**src/hdl/tws_pkg.sv**
```systemverilog
`timescale 1ns / 1ps
// ----------------------------------------------------------------------------
// tws_pkg: shared types and constants
// codes, timing set and tick result of the three-wire serial master
// ----------------------------------------------------------------------------
package tws_pkg;

  localparam int unsigned TIMER_BITS_DEF = 8;
  localparam int unsigned CFG_IDX_BITS   = 3;
  localparam int unsigned BYTE_BITS      = 8;
  localparam int unsigned BIT_CNT_BITS   = 4;
  localparam int unsigned IN_TDATA_BITS  = 16;
  localparam int unsigned OUT_TDATA_BITS = 16;

  // line actions
  typedef enum logic [2:0] {
    ACT_NONE  = 3'd0,
    ACT_RESET = 3'd1,
    ACT_START = 3'd2,
    ACT_WRITE = 3'd3,
    ACT_READ  = 3'd4,
    ACT_END   = 3'd5
  } action_e;

  // configuration register indexes
  typedef enum logic [CFG_IDX_BITS-1:0] {
    REG_SETUP  = 3'd0,
    REG_HIGH   = 3'd1,
    REG_SAMPLE = 3'd2,
    REG_RESET  = 3'd3
  } cfg_reg_e;

  typedef enum logic [2:0] {
    PH_IDLE  = 3'd0,
    PH_RST   = 3'd1,
    PH_SETUP = 3'd2,
    PH_HIGH  = 3'd3,
    PH_LOW   = 3'd4,
    PH_RWAIT = 3'd5,
    PH_RHIGH = 3'd6
  } phase_e;

  localparam logic [BYTE_BITS-1:0] SETUP_RST  = 8'd22;
  localparam logic [BYTE_BITS-1:0] HIGH_RST   = 8'd4;
  localparam logic [BYTE_BITS-1:0] SAMPLE_RST = 8'd3;
  localparam logic [BYTE_BITS-1:0] RESET_RST  = 8'd20;

  typedef struct packed {
    logic [BYTE_BITS-1:0] setup_ticks;
    logic [BYTE_BITS-1:0] high_ticks;
    logic [BYTE_BITS-1:0] sample_ticks;
    logic [BYTE_BITS-1:0] reset_ticks;
  } timing_t;

  typedef struct packed {
    logic                 rejected;
    logic                 read_done;
    logic [BYTE_BITS-1:0] read_data;
    logic                 busy_res;
    logic                 line_drive;
    logic                 line_out;
    logic                 serial_clock;
    logic                 chip_enable;
  } result_t;

endpackage

```
**src/hdl/tws_cfg_regs.sv**
```systemverilog
`timescale 1ns / 1ps
// ----------------------------------------------------------------------------
// tws_cfg_regs: timing register file
// four 8-bit tick counts, written through the configuration channel
// ----------------------------------------------------------------------------
module tws_cfg_regs
  import tws_pkg::*;
(
  input  logic                    clk_i,
  input  logic                    rst_ni,
  input  logic                    wr_en_i,
  input  logic [CFG_IDX_BITS-1:0] wr_index_i,
  input  logic [BYTE_BITS-1:0]    wr_data_i,
  output timing_t                 timing_o
);

  timing_t timing_q, timing_d;

  always_comb begin
    timing_d = timing_q;
    if (wr_en_i) begin
      unique case (cfg_reg_e'(wr_index_i))
        REG_SETUP:  timing_d.setup_ticks  = wr_data_i;
        REG_HIGH:   timing_d.high_ticks   = wr_data_i;
        REG_SAMPLE: timing_d.sample_ticks = wr_data_i;
        REG_RESET:  timing_d.reset_ticks  = wr_data_i;
        default:    timing_d = timing_q;
      endcase
    end
  end

  always_ff @(posedge clk_i or negedge rst_ni) begin
    if (!rst_ni) begin
      timing_q <= '{setup_ticks: SETUP_RST, high_ticks: HIGH_RST,
                    sample_ticks: SAMPLE_RST, reset_ticks: RESET_RST};
    end else begin
      timing_q <= timing_d;
    end
  end

  assign timing_o = timing_q;

endmodule

```
**src/hdl/tws_engine.sv**
```systemverilog
`timescale 1ns / 1ps
// ----------------------------------------------------------------------------
// tws_engine: link sequencer
// advances the line state by one tick per step and forms the tick result
// ----------------------------------------------------------------------------
module tws_engine
  import tws_pkg::*;
#(
  parameter int unsigned TIMER_BITS = TIMER_BITS_DEF
) (
  input  logic                 clk_i,
  input  logic                 rst_ni,
  input  logic                 step_i,
  input  logic [2:0]           action_i,
  input  logic [BYTE_BITS-1:0] data_byte_i,
  input  logic                 line_in_i,
  input  timing_t              timing_i,
  output result_t              result_o
);

  typedef logic [TIMER_BITS-1:0] tmr_t;

  function automatic tmr_t load_timer(input logic [BYTE_BITS-1:0] v);
    tmr_t t;
    t = TIMER_BITS'(v);
    if (t == '0) begin
      t = tmr_t'(1);
    end
    return t;
  endfunction

  phase_e                  phase_q, phase_d;
  logic [BIT_CNT_BITS-1:0] bitcnt_q, bitcnt_d;
  tmr_t                    wait_q, wait_d;
  logic [BYTE_BITS-1:0]    shift_q, shift_d;
  logic [BYTE_BITS-1:0]    hold_q, hold_d;
  logic                    ce_q, ce_d, clk_q, clk_d, out_q, out_d, drv_q, drv_d;
  logic                    rejected, done, expired;
  logic [BIT_CNT_BITS-1:0] bitcnt_inc;

  assign expired    = (wait_q == tmr_t'(1));
  assign bitcnt_inc = bitcnt_q + BIT_CNT_BITS'(1);

  always_comb begin
    phase_d  = phase_q;
    bitcnt_d = bitcnt_q;
    wait_d   = wait_q;
    shift_d  = shift_q;
    hold_d   = hold_q;
    ce_d     = ce_q;
    clk_d    = clk_q;
    out_d    = out_q;
    drv_d    = drv_q;
    rejected = 1'b0;
    done     = 1'b0;
    if (phase_q != PH_IDLE) begin
      rejected = (action_i >= ACT_RESET) && (action_i <= ACT_END);
      unique case (phase_q)
        PH_RST: begin
          wait_d = wait_q - tmr_t'(1);
          if (expired) phase_d = PH_IDLE;
        end
        PH_SETUP: begin
          wait_d = wait_q - tmr_t'(1);
          if (expired) begin
            clk_d   = 1'b1;
            wait_d  = load_timer(timing_i.high_ticks);
            phase_d = PH_HIGH;
          end
        end
        PH_LOW: begin
          clk_d   = 1'b1;
          wait_d  = load_timer(timing_i.high_ticks);
          phase_d = PH_HIGH;
        end
        PH_HIGH: begin
          wait_d = wait_q - tmr_t'(1);
          if (expired) begin
            clk_d    = 1'b0;
            bitcnt_d = bitcnt_inc;
            if (bitcnt_inc[BIT_CNT_BITS-1]) begin
              phase_d = PH_IDLE;
            end else begin
              out_d   = shift_q[bitcnt_inc[2:0]];
              phase_d = PH_LOW;
            end
          end
        end
        PH_RWAIT: begin
          wait_d = wait_q - tmr_t'(1);
          if (expired) begin
            shift_d[bitcnt_q[2:0]] = line_in_i;
            clk_d   = 1'b1;
            wait_d  = load_timer(timing_i.high_ticks);
            phase_d = PH_RHIGH;
          end
        end
        PH_RHIGH: begin
          wait_d = wait_q - tmr_t'(1);
          if (expired) begin
            clk_d    = 1'b0;
            bitcnt_d = bitcnt_inc;
            if (bitcnt_inc[BIT_CNT_BITS-1]) begin
              hold_d  = shift_q;
              done    = 1'b1;
              phase_d = PH_IDLE;
            end else begin
              wait_d  = load_timer(timing_i.sample_ticks);
              phase_d = PH_RWAIT;
            end
          end
        end
        default: phase_d = PH_IDLE;
      endcase
    end else begin
      unique case (action_i)
        ACT_RESET: begin
          ce_d    = 1'b0;
          clk_d   = 1'b0;
          out_d   = 1'b0;
          drv_d   = 1'b1;
          wait_d  = load_timer(timing_i.reset_ticks);
          phase_d = PH_RST;
        end
        ACT_START: begin
          shift_d  = data_byte_i;
          bitcnt_d = '0;
          out_d    = data_byte_i[0];
          drv_d    = 1'b1;
          clk_d    = 1'b0;
          ce_d     = 1'b1;
          wait_d   = load_timer(timing_i.setup_ticks);
          phase_d  = PH_SETUP;
        end
        ACT_WRITE: begin
          shift_d  = data_byte_i;
          bitcnt_d = '0;
          out_d    = data_byte_i[0];
          drv_d    = 1'b1;
          clk_d    = 1'b0;
          phase_d  = PH_LOW;
        end
        ACT_READ: begin
          bitcnt_d = '0;
          out_d    = 1'b1;
          drv_d    = 1'b0;
          clk_d    = 1'b0;
          wait_d   = load_timer(timing_i.sample_ticks);
          phase_d  = PH_RWAIT;
        end
        ACT_END: begin
          ce_d  = 1'b0;
          clk_d = 1'b0;
        end
        default: ;  // no action, unused codes too
      endcase
    end
  end

  always_ff @(posedge clk_i or negedge rst_ni) begin
    if (!rst_ni) begin
      phase_q  <= PH_IDLE;
      bitcnt_q <= '0;
      wait_q   <= '0;
      shift_q  <= '0;
      hold_q   <= '0;
      ce_q     <= 1'b0;
      clk_q    <= 1'b0;
      out_q    <= 1'b0;
      drv_q    <= 1'b1;
    end else if (step_i) begin
      phase_q  <= phase_d;
      bitcnt_q <= bitcnt_d;
      wait_q   <= wait_d;
      shift_q  <= shift_d;
      hold_q   <= hold_d;
      ce_q     <= ce_d;
      clk_q    <= clk_d;
      out_q    <= out_d;
      drv_q    <= drv_d;
    end
  end

  // result shows the levels after this tick
  assign result_o = '{rejected: rejected, read_done: done, read_data: hold_d,
                      busy_res: (phase_d != PH_IDLE), line_drive: drv_d,
                      line_out: out_d, serial_clock: clk_d, chip_enable: ce_d};

endmodule

```
**src/hdl/three_wire_serial_master_unit.sv**
```systemverilog
`timescale 1ns / 1ps
// ----------------------------------------------------------------------------
// three_wire_serial_master_unit: three-wire serial link master
// chip enable, serial clock and bidirectional data driven one tick per item
// ----------------------------------------------------------------------------
//
// channel   direction  contents
// s_axis    in         one link tick: action, data byte, sampled data line
// m_axis    out        line levels and status after that tick
// cfg       in         timing register write: index and 8-bit value
//
// one tick per clock cycle while m_axis does not stall; a tick's result reaches m_axis
// through the input register, then the result register
// the tick rate is set by the sequencer step in tws_engine
// rst_ni clears the timing registers to their defaults and the link to idle
// a stalled m_axis holds its result and the input register; s_axis stalls
// only when both registers are full
//
module three_wire_serial_master_unit
  import tws_pkg::*;
#(
  parameter int unsigned TIMER_BITS = TIMER_BITS_DEF
) (
  input  logic                      clk_i,
  input  logic                      rst_ni,
  // action[2:0], data_byte[10:3], line_in[11], zeros[15:12]
  input  logic [IN_TDATA_BITS-1:0]  s_axis_tdata,
  input  logic                      s_axis_tvalid,
  output logic                      s_axis_tready,
  // chip_enable[0], serial_clock[1], line_out[2], line_drive[3], busy_res[4],
  // read_data[12:5], read_done[13], rejected[14], zero[15]
  output logic [OUT_TDATA_BITS-1:0] m_axis_tdata,
  output logic                      m_axis_tvalid,
  input  logic                      m_axis_tready,
  input  logic                      cfg_valid_i,
  output logic                      cfg_ready_o,
  input  logic [CFG_IDX_BITS-1:0]   cfg_index_i,
  input  logic [BYTE_BITS-1:0]      cfg_data_i
);

  // input register
  logic                 in_valid_q;
  logic [2:0]           in_action_q;
  logic [BYTE_BITS-1:0] in_data_q;
  logic                 in_line_q;

  // result register
  logic    out_valid_q;
  result_t out_q;
  result_t step_result;
  timing_t timing;

  logic advance;   // result register can take a new tick
  logic step;      // the tick in the input register runs this cycle
  logic in_take;   // input transaction

  assign advance       = !out_valid_q || m_axis_tready;
  assign step          = in_valid_q && advance;
  assign s_axis_tready = !in_valid_q || advance;
  assign in_take       = s_axis_tvalid && s_axis_tready;

  // configuration is always taken; the user writes only while the link is idle, the block does not enforce it
  assign cfg_ready_o = 1'b1;

  tws_cfg_regs u_cfg (
    .clk_i      (clk_i),
    .rst_ni     (rst_ni),
    .wr_en_i    (cfg_valid_i),
    .wr_index_i (cfg_index_i),
    .wr_data_i  (cfg_data_i),
    .timing_o   (timing)
  );

  tws_engine #(
    .TIMER_BITS (TIMER_BITS)
  ) u_engine (
    .clk_i       (clk_i),
    .rst_ni      (rst_ni),
    .step_i      (step),
    .action_i    (in_action_q),
    .data_byte_i (in_data_q),
    .line_in_i   (in_line_q),
    .timing_i    (timing),
    .result_o    (step_result)
  );

  always_ff @(posedge clk_i or negedge rst_ni) begin
    if (!rst_ni) begin
      in_valid_q <= 1'b0;
    end else if (s_axis_tready) begin
      in_valid_q <= s_axis_tvalid;
    end
  end

  always_ff @(posedge clk_i) begin
    if (in_take) begin
      in_action_q <= s_axis_tdata[2:0];
      in_data_q   <= s_axis_tdata[10:3];
      in_line_q   <= s_axis_tdata[11];
    end
  end

  always_ff @(posedge clk_i or negedge rst_ni) begin
    if (!rst_ni) begin
      out_valid_q <= 1'b0;
    end else if (advance) begin
      out_valid_q <= in_valid_q;
    end
  end

  always_ff @(posedge clk_i) begin
    if (step) begin
      out_q <= step_result;
    end
  end

  assign m_axis_tvalid = out_valid_q;
  assign m_axis_tdata  = {1'b0, out_q};

`ifndef SYNTH
  // input side stalls only with both registers holding a tick
  assert property (@(posedge clk_i) disable iff (!rst_ni)
    !s_axis_tready |-> (in_valid_q && out_valid_q))
    else $error("input stalled with a free register");

  // a completed read leaves the link idle
  assert property (@(posedge clk_i) disable iff (!rst_ni)
    (out_valid_q && out_q.read_done) |-> !out_q.busy_res)
    else $error("read done while still busy");

  // a released data line is always left pulled high
  assert property (@(posedge clk_i) disable iff (!rst_ni)
    (out_valid_q && !out_q.line_drive) |-> out_q.line_out)
    else $error("data line released low");

  // a tick waiting in the input register runs as soon as the output frees
  assert property (@(posedge clk_i) disable iff (!rst_ni)
    (in_valid_q && m_axis_tready) |=> out_valid_q)
    else $error("tick lost between registers");
`endif

endmodule

```
**config.mk**
```make
export PLATFORM = sky130hd
export DESIGN_NAME = three_wire_serial_master_unit
export DESIGN_NICKNAME = d
export VERILOG_FILES = /design/src/hdl/tws_pkg.sv /design/src/hdl/tws_cfg_regs.sv /design/src/hdl/tws_engine.sv /design/src/hdl/three_wire_serial_master_unit.sv
export SDC_FILE = /design/constraint.sdc
export NUM_CORES = 1
export LEC_CHECK = 0
export ABC_AREA = 1
export BUFFER_PORTS_ARGS = -buffer_cell sky130_fd_sc_hd__buf_2
export CORE_MARGIN = 4
export CORE_UTILIZATION = 40
export DETAILED_ROUTE_END_ITERATION = 6
export PLACE_DENSITY = 0.69
export SYNTH_ARGS = -nofsm -noshare
export SYNTH_HDL_FRONTEND = slang
export SYNTH_SLANG_ARGS = --single-unit
```
**constraint.sdc**
```tcl
create_clock -name clk_i -period 4.3 [get_ports clk_i]
set_clock_uncertainty 0.05 [all_clocks]
set_input_delay 0.215 -clock clk_i [delete_from_list [all_inputs] [get_ports clk_i]]
set_output_delay 0.215 -clock clk_i [all_outputs]
set_load 0.05 [all_outputs]
```
==> flow_summary.ini, run 1 <==
[floorplanning]
floorplan.die_area_mm2 = 0.0141
placement_rows = 40
design.core.area_mm2 = 0.0120
die-width_um = 119
design.portCount = 51
start_util = 0.407
die_h_um = 119

[synthesis]
ys_warn_count = 0
ys_seq_elements = 96
synth_top_flop_cell = sky130_fd_sc_hd__dfrtp_1
synth_cell_types = 37
syn-num-nets = 638
synthDominantCellAreaShare = 0.307
synth.most_common_cell = sky130_fd_sc_hd__nand2_1
ys_seq_area_frac = 0.521
synth.cell_area_mm2 = 0.00489
leading_cell_types_by_count_after_synthesis = 191 x sky130_fd_sc_hd__nand2_1, 70 x sky130_fd_sc_hd__inv_1, 67 x sky130_fd_sc_hd__o21ai_0
synth-async-reset-ratio = 0.719
netlist_top_cells_area = sky130_fd_sc_hd__dfrtp_1 31%, sky130_fd_sc_hd__edfxtp_1 17%, sky130_fd_sc_hd__nand2_1 15%
postSynthCellCount = 603
cell_type_contributing_the_most_total_cell_area_after_synthesis = sky130_fd_sc_hd__dfrtp_1
synthesis.area_per_instance_um2 = 8.11
synth_enable_flop_cells = 27

[clock_network]
worstSkewPairLatency_ns = 0.34
tritoncts = built
cts.clk_slew.worst_paths_ns = 0.06
clock-root-buffer = sky130_fd_sc_hd__clkbuf_16
clock_sink_count = 96
clk_path_buf_depth = 2
deepest_level_of_the_cts_h_tree = 3
cts_buffers = 9

[worst_hold_path]
min-delay-start = m_axis_tready
worstHoldPathType = primary input to register
hold_end = m_axis_tvalid$_DFFE_PN0P_
hold_depth = 4

[setup_path]
critical_path_required_ns = 4.35
startpoint_of_the_most_critical_register_to_register_path = u_engine.phase_q[0]$_DFFE_PN0P_
setup.reg_to_reg.worst_slack_ns = 2.14
nature_of_the_critical_path_startpoint = register
worst_setup_path_end_kind = register
critPathArrivalTime_ns = 2.21
criticalPathCategory = register to register
regToRegEndpoint = m_axis_tdata[4]$_DFFE_PP_
worst_r2r_path_depth = 7
worstPathMaxFanout = 33

[sta]
setup_violations = 0
portion_of_the_clock_cycle_consumed_by_the_worst_path_in_the_final_layout = 0.502
max_freq_mhz = 463
post-route-min-period_ns = 2.16
hold_viol_final = 0
timing_worst_slew_pin_value_ns = 0.775
drv_slew = 0
finalSetupTns_ns = 0
rsz0062_at_grt = false
timing.max_slew.rel_slack = 0.483

[global_routing]
groute.usage.overall = 0.161
antenna_found_initial = 0
grt_start_max_net_pins = 37
grt_first_pass_wirelength_um = 18500
grt_overflow = 0
grt_pass1_vias = 3722

[placed_design]
gpl.final_weighted_congestion = 0.918
place.detailed.hpwl_um = 7950
io_buffer_count = 44

[drt]
avgRoutedWirePerCell_um = 13.7
wirelength_um = 11100
ant_nets = 0
initialDrtViolationCount = 533
drc = 0
first_pass_iters = 7
vias = 4110
viasPerCell = 5.09

[run_status]
run_status = complete, no violations

[layout]
insertedDiodeCount = 0
flow.area_growth_from_synthesis_pct = 14.7
layout-drive-gt1-share = 0.144
finish.net_count = 690
fillerInstances = 1124

[power]
irDropWorstVdd_uv = 254
power-per-cell-area_mw_per_mm2 = 629
total_chip_power_mw = 3.53
power_leakage_nw = 2.70

[run]
max-cap-violations = 0
==> sequential cells by signal, indices dropped and copies added (netlist names) <==
name / count
u_cfg.timing_o: 32
u_engine.clk_q: 1
u_engine.hold_q: 8
in_data_q: 8
u_engine.drv_q: 1
in_action_q: 3
in_line_q: 1
m_axis_tvalid: 1
m_axis_tdata: 15
u_engine.phase_q: 3
in_valid_q: 1
u_engine.wait_q: 8
u_engine.bitcnt_q: 4
u_engine.ce_q: 1
u_engine.shift_q: 8
u_engine.out_q: 1
==> critical path: stages, from the launching register on <==
cell and delay, ns:
sky130_fd_sc_hd__dfrtp_1 0.63, sky130_fd_sc_hd__nor2_4 0.10, sky130_fd_sc_hd__nand2_4 0.29, sky130_fd_sc_hd__inv_2 0.23, sky130_fd_sc_hd__a31oi_1 0.25, sky130_fd_sc_hd__nand4_1 0.16, sky130_fd_sc_hd__nor2_1 0.13, sky130_fd_sc_hd__nand2_1 0.06
==> cells in the final DEF (no fill, tap or decap), types with 2 or more instances in the layout <==
cell,synthesis,layout
sky130_fd_sc_hd__a21oi_1,20,20
sky130_fd_sc_hd__a31oi_1,2,2
sky130_fd_sc_hd__buf_2,7,44
sky130_fd_sc_hd__buf_4,3,2
sky130_fd_sc_hd__clkbuf_16,0,9
sky130_fd_sc_hd__conb_1,2,2
sky130_fd_sc_hd__dfrtp_1,60,60
sky130_fd_sc_hd__dfstp_2,9,9
sky130_fd_sc_hd__dlygate4sd3_1,0,13
sky130_fd_sc_hd__edfxtp_1,27,27
sky130_fd_sc_hd__ha_1,3,3
sky130_fd_sc_hd__inv_1,70,70
sky130_fd_sc_hd__inv_2,4,4
sky130_fd_sc_hd__nand2_1,191,191
sky130_fd_sc_hd__nand2_2,3,3
sky130_fd_sc_hd__nand2_4,2,2
sky130_fd_sc_hd__nand3_1,37,37
sky130_fd_sc_hd__nand4_1,5,5
sky130_fd_sc_hd__nor2_1,32,32
sky130_fd_sc_hd__nor2_2,6,6
sky130_fd_sc_hd__nor2_4,2,2
sky130_fd_sc_hd__nor3_1,2,2
sky130_fd_sc_hd__o211ai_1,5,5
sky130_fd_sc_hd__o21ai_0,67,67
sky130_fd_sc_hd__o21ai_1,16,16
sky130_fd_sc_hd__o21ai_2,3,3
sky130_fd_sc_hd__o21bai_1,2,2
sky130_fd_sc_hd__o22ai_1,3,3
sky130_fd_sc_hd__xnor2_1,3,3
sky130_fd_sc_hd__xor2_1,2,2
==> per-stage QoR <==
| stage | utilization | std cells | hold WS, ns | instance area, um^2 | setup WS, ns |
|---|---|---|---|---|---|
| after global routing | 0.467 | 807 | 0.115 | 5610 | 1.99 |
| after global placement | 0.434 | 778 | 0.281 | 5210 | 2.22 |
| after floorplan | - | 603 | -0.131 | 4890 | 2.34 |
| after CTS | 0.467 | 807 | 0.0949 | 5610 | 2.20 |
| after detailed placement | 0.434 | 778 | 0.291 | 5210 | 2.23 |
| final | 0.467 | 807 | 0.102 | 5610 | 2.14 |
==> power by group <==
group | total (mW) | switching, mW | internal (mW)
Clock | 0.746 | 0.349 | 0.396
Sequential | 1.40 | 0.200 | 1.20
Combinational | 1.38 | 0.950 | 0.432
==> kinds of logic after synthesis <==
group / after synthesis / synth area share
AOI/OAI and AO/OA: 120 / 0.132
xor gates and xnor gates: 5 / 0.00896
adders and majority gates: 3 / 0.00768
buffers and inverters: 92 / 0.0778
DFF: 96 / 0.521
other: 2 / 0.00154
and+or+nand+nor: 285 / 0.251
==> worst max path at each step <==
| stage | startpoint | end | slack [ns] |
|---|---|---|---|
| finish | u_engine.phase_q[0]$_DFFE_PN0P_ | m_axis_tdata[4]$_DFFE_PP_ | 2.14 |
| floorplan | m_axis_tvalid$_DFFE_PN0P_ | m_axis_tdata[0]$_DFFE_PP_ | 2.34 |
| global route | u_engine.phase_q[0]$_DFFE_PN0P_ | m_axis_tdata[4]$_DFFE_PP_ | 1.99 |
| CTS | u_engine.phase_q[0]$_DFFE_PN0P_ | m_axis_tdata[4]$_DFFE_PP_ | 2.20 |
| global placement | u_engine.phase_q[0]$_DFFE_PN0P_ | m_axis_tdata[4]$_DFFE_PP_ | 2.22 |
| detailed placement | u_engine.phase_q[0]$_DFFE_PN0P_ | u_engine.shift_q[2]$_DFFE_PN0P_ | 2.23 |
==> layout make-up <==
type | count | area [um^2] | area share
clock inverter | 6 | 45.0 | 0.00803
multi-input combinational | 415 | 1960 | 0.350
clock buffer | 10 | 229 | 0.0408
timing repair buffer | 59 | 365 | 0.0651
inverter | 74 | 278 | 0.0495
sequential | 96 | 2550 | 0.454
tap | 147 | 184 | 0.0328
==> timing repair <==
item / 4_1_cts / 5_1_grt
resized for setup: 0 / 0
hold buffers: 13 / 0
endpoints found under the hold margin: 39 / 0
buffers inserted: 0 / 0
==> layer usage <==
metal / share of wire / routed length (um) / vias to the layer above / global-route usage
li1: - / - / 2054 / -
met1: 0.47 / 5230 / 1909 / 0.238
met2: 0.45 / 4930 / 128 / 0.234
met3: 0.064 / 713 / 19 / 0.0316
met4: 0.017 / 186 / 0 / 0.0550
met5: 0 / 0 / - / 0
Power figures use the tool's default switching activity.
==> inputs of run 2 (changes only) <==
Settings changed: ABC_AREA 1 to 0, PLACE_DENSITY 0.69 to 0.71.
Clock period 4.3 ns to 1.84 ns, I/O delays scaled along.
==> flow_summary.ini, run 2 <==
[power]
irDropWorstVdd_uv = 691
total_chip_power_mw = 10.2
power_leakage_nw = 2.91
power-per-cell-area_mw_per_mm2 = 1440

[placed_design]
pre_cts_ws_ns = -0.262
place.detailed.hpwl_um = 8960
io_buffer_count = 44
total_placed_instance_area_mm2 = 0.00593
gpl.final_weighted_congestion = 0.944

[setup_path]
worstPathMaxFanout = 5
timing.critical_path.slowest_cell_delay_ns = 0.47
worst_path_max_delay_cell = sky130_fd_sc_hd__dfrtp_2
nature_of_the_critical_path_startpoint = register
worst_setup_path_end_kind = register
startpoint_of_the_most_critical_register_to_register_path = u_engine.bitcnt_q[0]$_DFFE_PN0P_
setup.reg_to_reg.worst_slack_ns = -0.24
path_common_cell = sky130_fd_sc_hd__mux2_4
critical_path_required_ns = 2.02
critical_path_cell_by_cell = ha_4, mux4_2, mux2_4, nor4_4, o31ai_2, mux2_4
critPathArrivalTime_ns = 2.26
criticalPathCategory = register to register
worst_setup_path_startpoint = u_engine.bitcnt_q[0]$_DFFE_PN0P_

[synthesis]
ys_seq_area_frac = 0.513
synth.most_common_cell = sky130_fd_sc_hd__dfrtp_1
synth_enable_flop_cells = 27
synth_compound_area_frac = 0.160
synth_top_flop_cell = sky130_fd_sc_hd__dfrtp_1
ys_warn_count = 0
main_combinational_cell_family_by_area_after_synthesis = compound AO/OA/AOI/OAI gates
synth-async-reset-ratio = 0.719
cell_type_contributing_the_most_total_cell_area_after_synthesis = sky130_fd_sc_hd__dfrtp_1
synth_cell_types = 67
postSynthCellCount = 437
yosys.area_share.adder = 0.00755
synthesis.area_per_instance_um2 = 11.4
yosys.area_share.xor_xnor = 0.0156
netlist_top_cells_area = sky130_fd_sc_hd__dfrtp_1 30%, sky130_fd_sc_hd__edfxtp_1 16%, sky130_fd_sc_hd__mux2_2 12%
yosys-mux-area-fraction = 0.127
ys_seq_elements = 96
synthDominantCellAreaShare = 0.302
leading_cell_types_by_count_after_synthesis = 60 x sky130_fd_sc_hd__dfrtp_1, 52 x sky130_fd_sc_hd__mux2_2, 28 x sky130_fd_sc_hd__nand2_1
synth.cell_area_mm2 = 0.00497
syn-num-nets = 472
simple_logic_cell_fraction_of_the_synthesized_area = 0.146

[layout]
largest_reg_flops = 32
insertedDiodeCount = 0
layout-drive-gt1-share = 0.473
layout_commonest_cell = sky130_fd_sc_hd__buf_4
stdcell_area_mm2 = 0.00704
mostFrequentLayoutCells = 78 x sky130_fd_sc_hd__buf_4, 57 x sky130_fd_sc_hd__dfrtp_1, 44 x sky130_fd_sc_hd__buf_2, 33 x sky130_fd_sc_hd__mux2_2, 27 x sky130_fd_sc_hd__edfxtp_1
layout.core_utilization = 0.582
flow.area_growth_from_synthesis_pct = 41.7
finish.net_count = 618

[clock_network]
cts.clk_slew.worst_paths_ns = 0.06
worstSkewPairLatency_ns = 0.34
deepest_level_of_the_cts_h_tree = 3
tritoncts = built
clk_path_buf_depth = 2
clock_sink_count = 96
clock-root-buffer = sky130_fd_sc_hd__clkbuf_16
cts_buffers = 9

[floorplanning]
design.core.area_mm2 = 0.0121
start_util = 0.410
design.portCount = 51
floorplan.die_area_mm2 = 0.0143
placement_rows = 40
die_h_um = 119
die-width_um = 119

[global_routing]
grt_pass1_vias = 4298
grt_start_max_net_pins = 40
antenna_found_initial = 0
groute.usage.overall = 0.192
grt_overflow = 0
grt_first_pass_wirelength_um = 21900

[sta]
timing_worst_slew_pin_value_ns = 0.552
setup_ws_ns = -0.237
finalSetupTns_ns = -5.09
max_freq_mhz = 481
portion_of_the_clock_cycle_consumed_by_the_worst_path_in_the_final_layout = 1.13
drv_slew = 0
timing.max_slew.rel_slack = 0.632
hold_viol_final = 0
setup_violations = 42
rsz0062_at_grt = true
post-route-min-period_ns = 2.08

[drt]
wirelength_um = 14300
ant_nets = 0
initialDrtViolationCount = 571
vias = 4389
avgRoutedWirePerCell_um = 18.9
drc = 0
first_pass_iters = 5
viasPerCell = 5.81

[worst_hold_path]
min-delay-start = cfg_data_i[2]
worstHoldPathType = primary input to register

[run_status]
run_status = finished with violations
violations = negative setup slack

[run]
max-cap-violations = 0
[run 2: cell count changes after synthesis, sizes merged, moves of 7 or more]
| cell | delta |
|---|---|
| a31oi | +8 |
| nor2b | +7 |
| nor2 | -23 |
| o21ai | -64 |
| inv | -64 |
| a221oi | +7 |
| clkbuf | +7 |
| nand2 | -168 |
| nand3 | -14 |
| mux2 | +52 |
| nor4 | +8 |
[run 2: per-layer routing]
metal	wire length, um	track usage
met5	0	0
met4	363	0.0795
met3	878	0.0432
met2	6930	0.299
met1	6120	0.260
[run 2: power breakdown]
| group | internal (mW) | switching, mW |
|---|---|---|
| combinational | 2.23 | 2.60 |
| clock | 1.26 | 0.789 |
| sequential | 2.76 | 0.540 |
[run 2: what timing repair did]
action,4_1_cts,5_1_grt
gates cloned,1,1
setup endpoints to repair,43,44
hold buffers,21,0
pin swaps,19,12
hold endpoints to repair,94,0
resized for setup,46,48
setup buffers,8,7
[run 2: path summary, 6_finish.rpt]
| check | depth (start not counted) | to |
|---|---|---|
| worst max-delay path | 6 | u_engine.out_q$_DFFE_PN0P_ |
| worst min-delay path | 2 | u_cfg.timing_o[2]$_DFFE_PN1P_ |
| worst max register to register | 6 | u_engine.out_q$_DFFE_PN0P_ |
| worst min register to register | 2 | u_engine.ce_q$_DFFE_PN0P_ |
| max in group asynchronous | 3 | u_engine.wait_q[4]$_DFFE_PN0P_ |
| min in group asynchronous | 3 | u_engine.ce_q$_DFFE_PN0P_ |
[run 2: cell families after synthesis]
| logic type | after synthesis |
|---|---|
| compound gates | 114 |
| xor+xnor | 8 |
| fa+ha+maj | 3 |
| buf+inv | 34 |
| flops | 96 |
| mux | 54 |
| other cells | 2 |
| simple gates | 126 |
[run 2: area by class of cell]
class,count,area [um^2]
Timing Repair Buffer,158,1210
Inverter,11,46.3
Clock buffer,13,293
Tap cell,168,210
Sequential cell,96,2550
Multi-Input combinational cell,307,2690
Fill cell,940,5070
Clock inverter,3,43.8
[run 2: worst max-delay path: cells and delay by family, from the launching register on]
family	cells	cell delay [ns]
AOI/OAI and AO/OA	1	0.11
adders and majority gates	1	0.31
and+or+nand+nor	1	0.16
muxes	3	0.87
DFF	1	0.47
[run 2: stage by stage]
step	hold slack, ns	cells
after floorplan	-0.254	437
after global placement	0.0841	702
after detailed placement	0.0893	702
after CTS	0.0154	748
after global routing	0.0329	756
final	0.0197	756
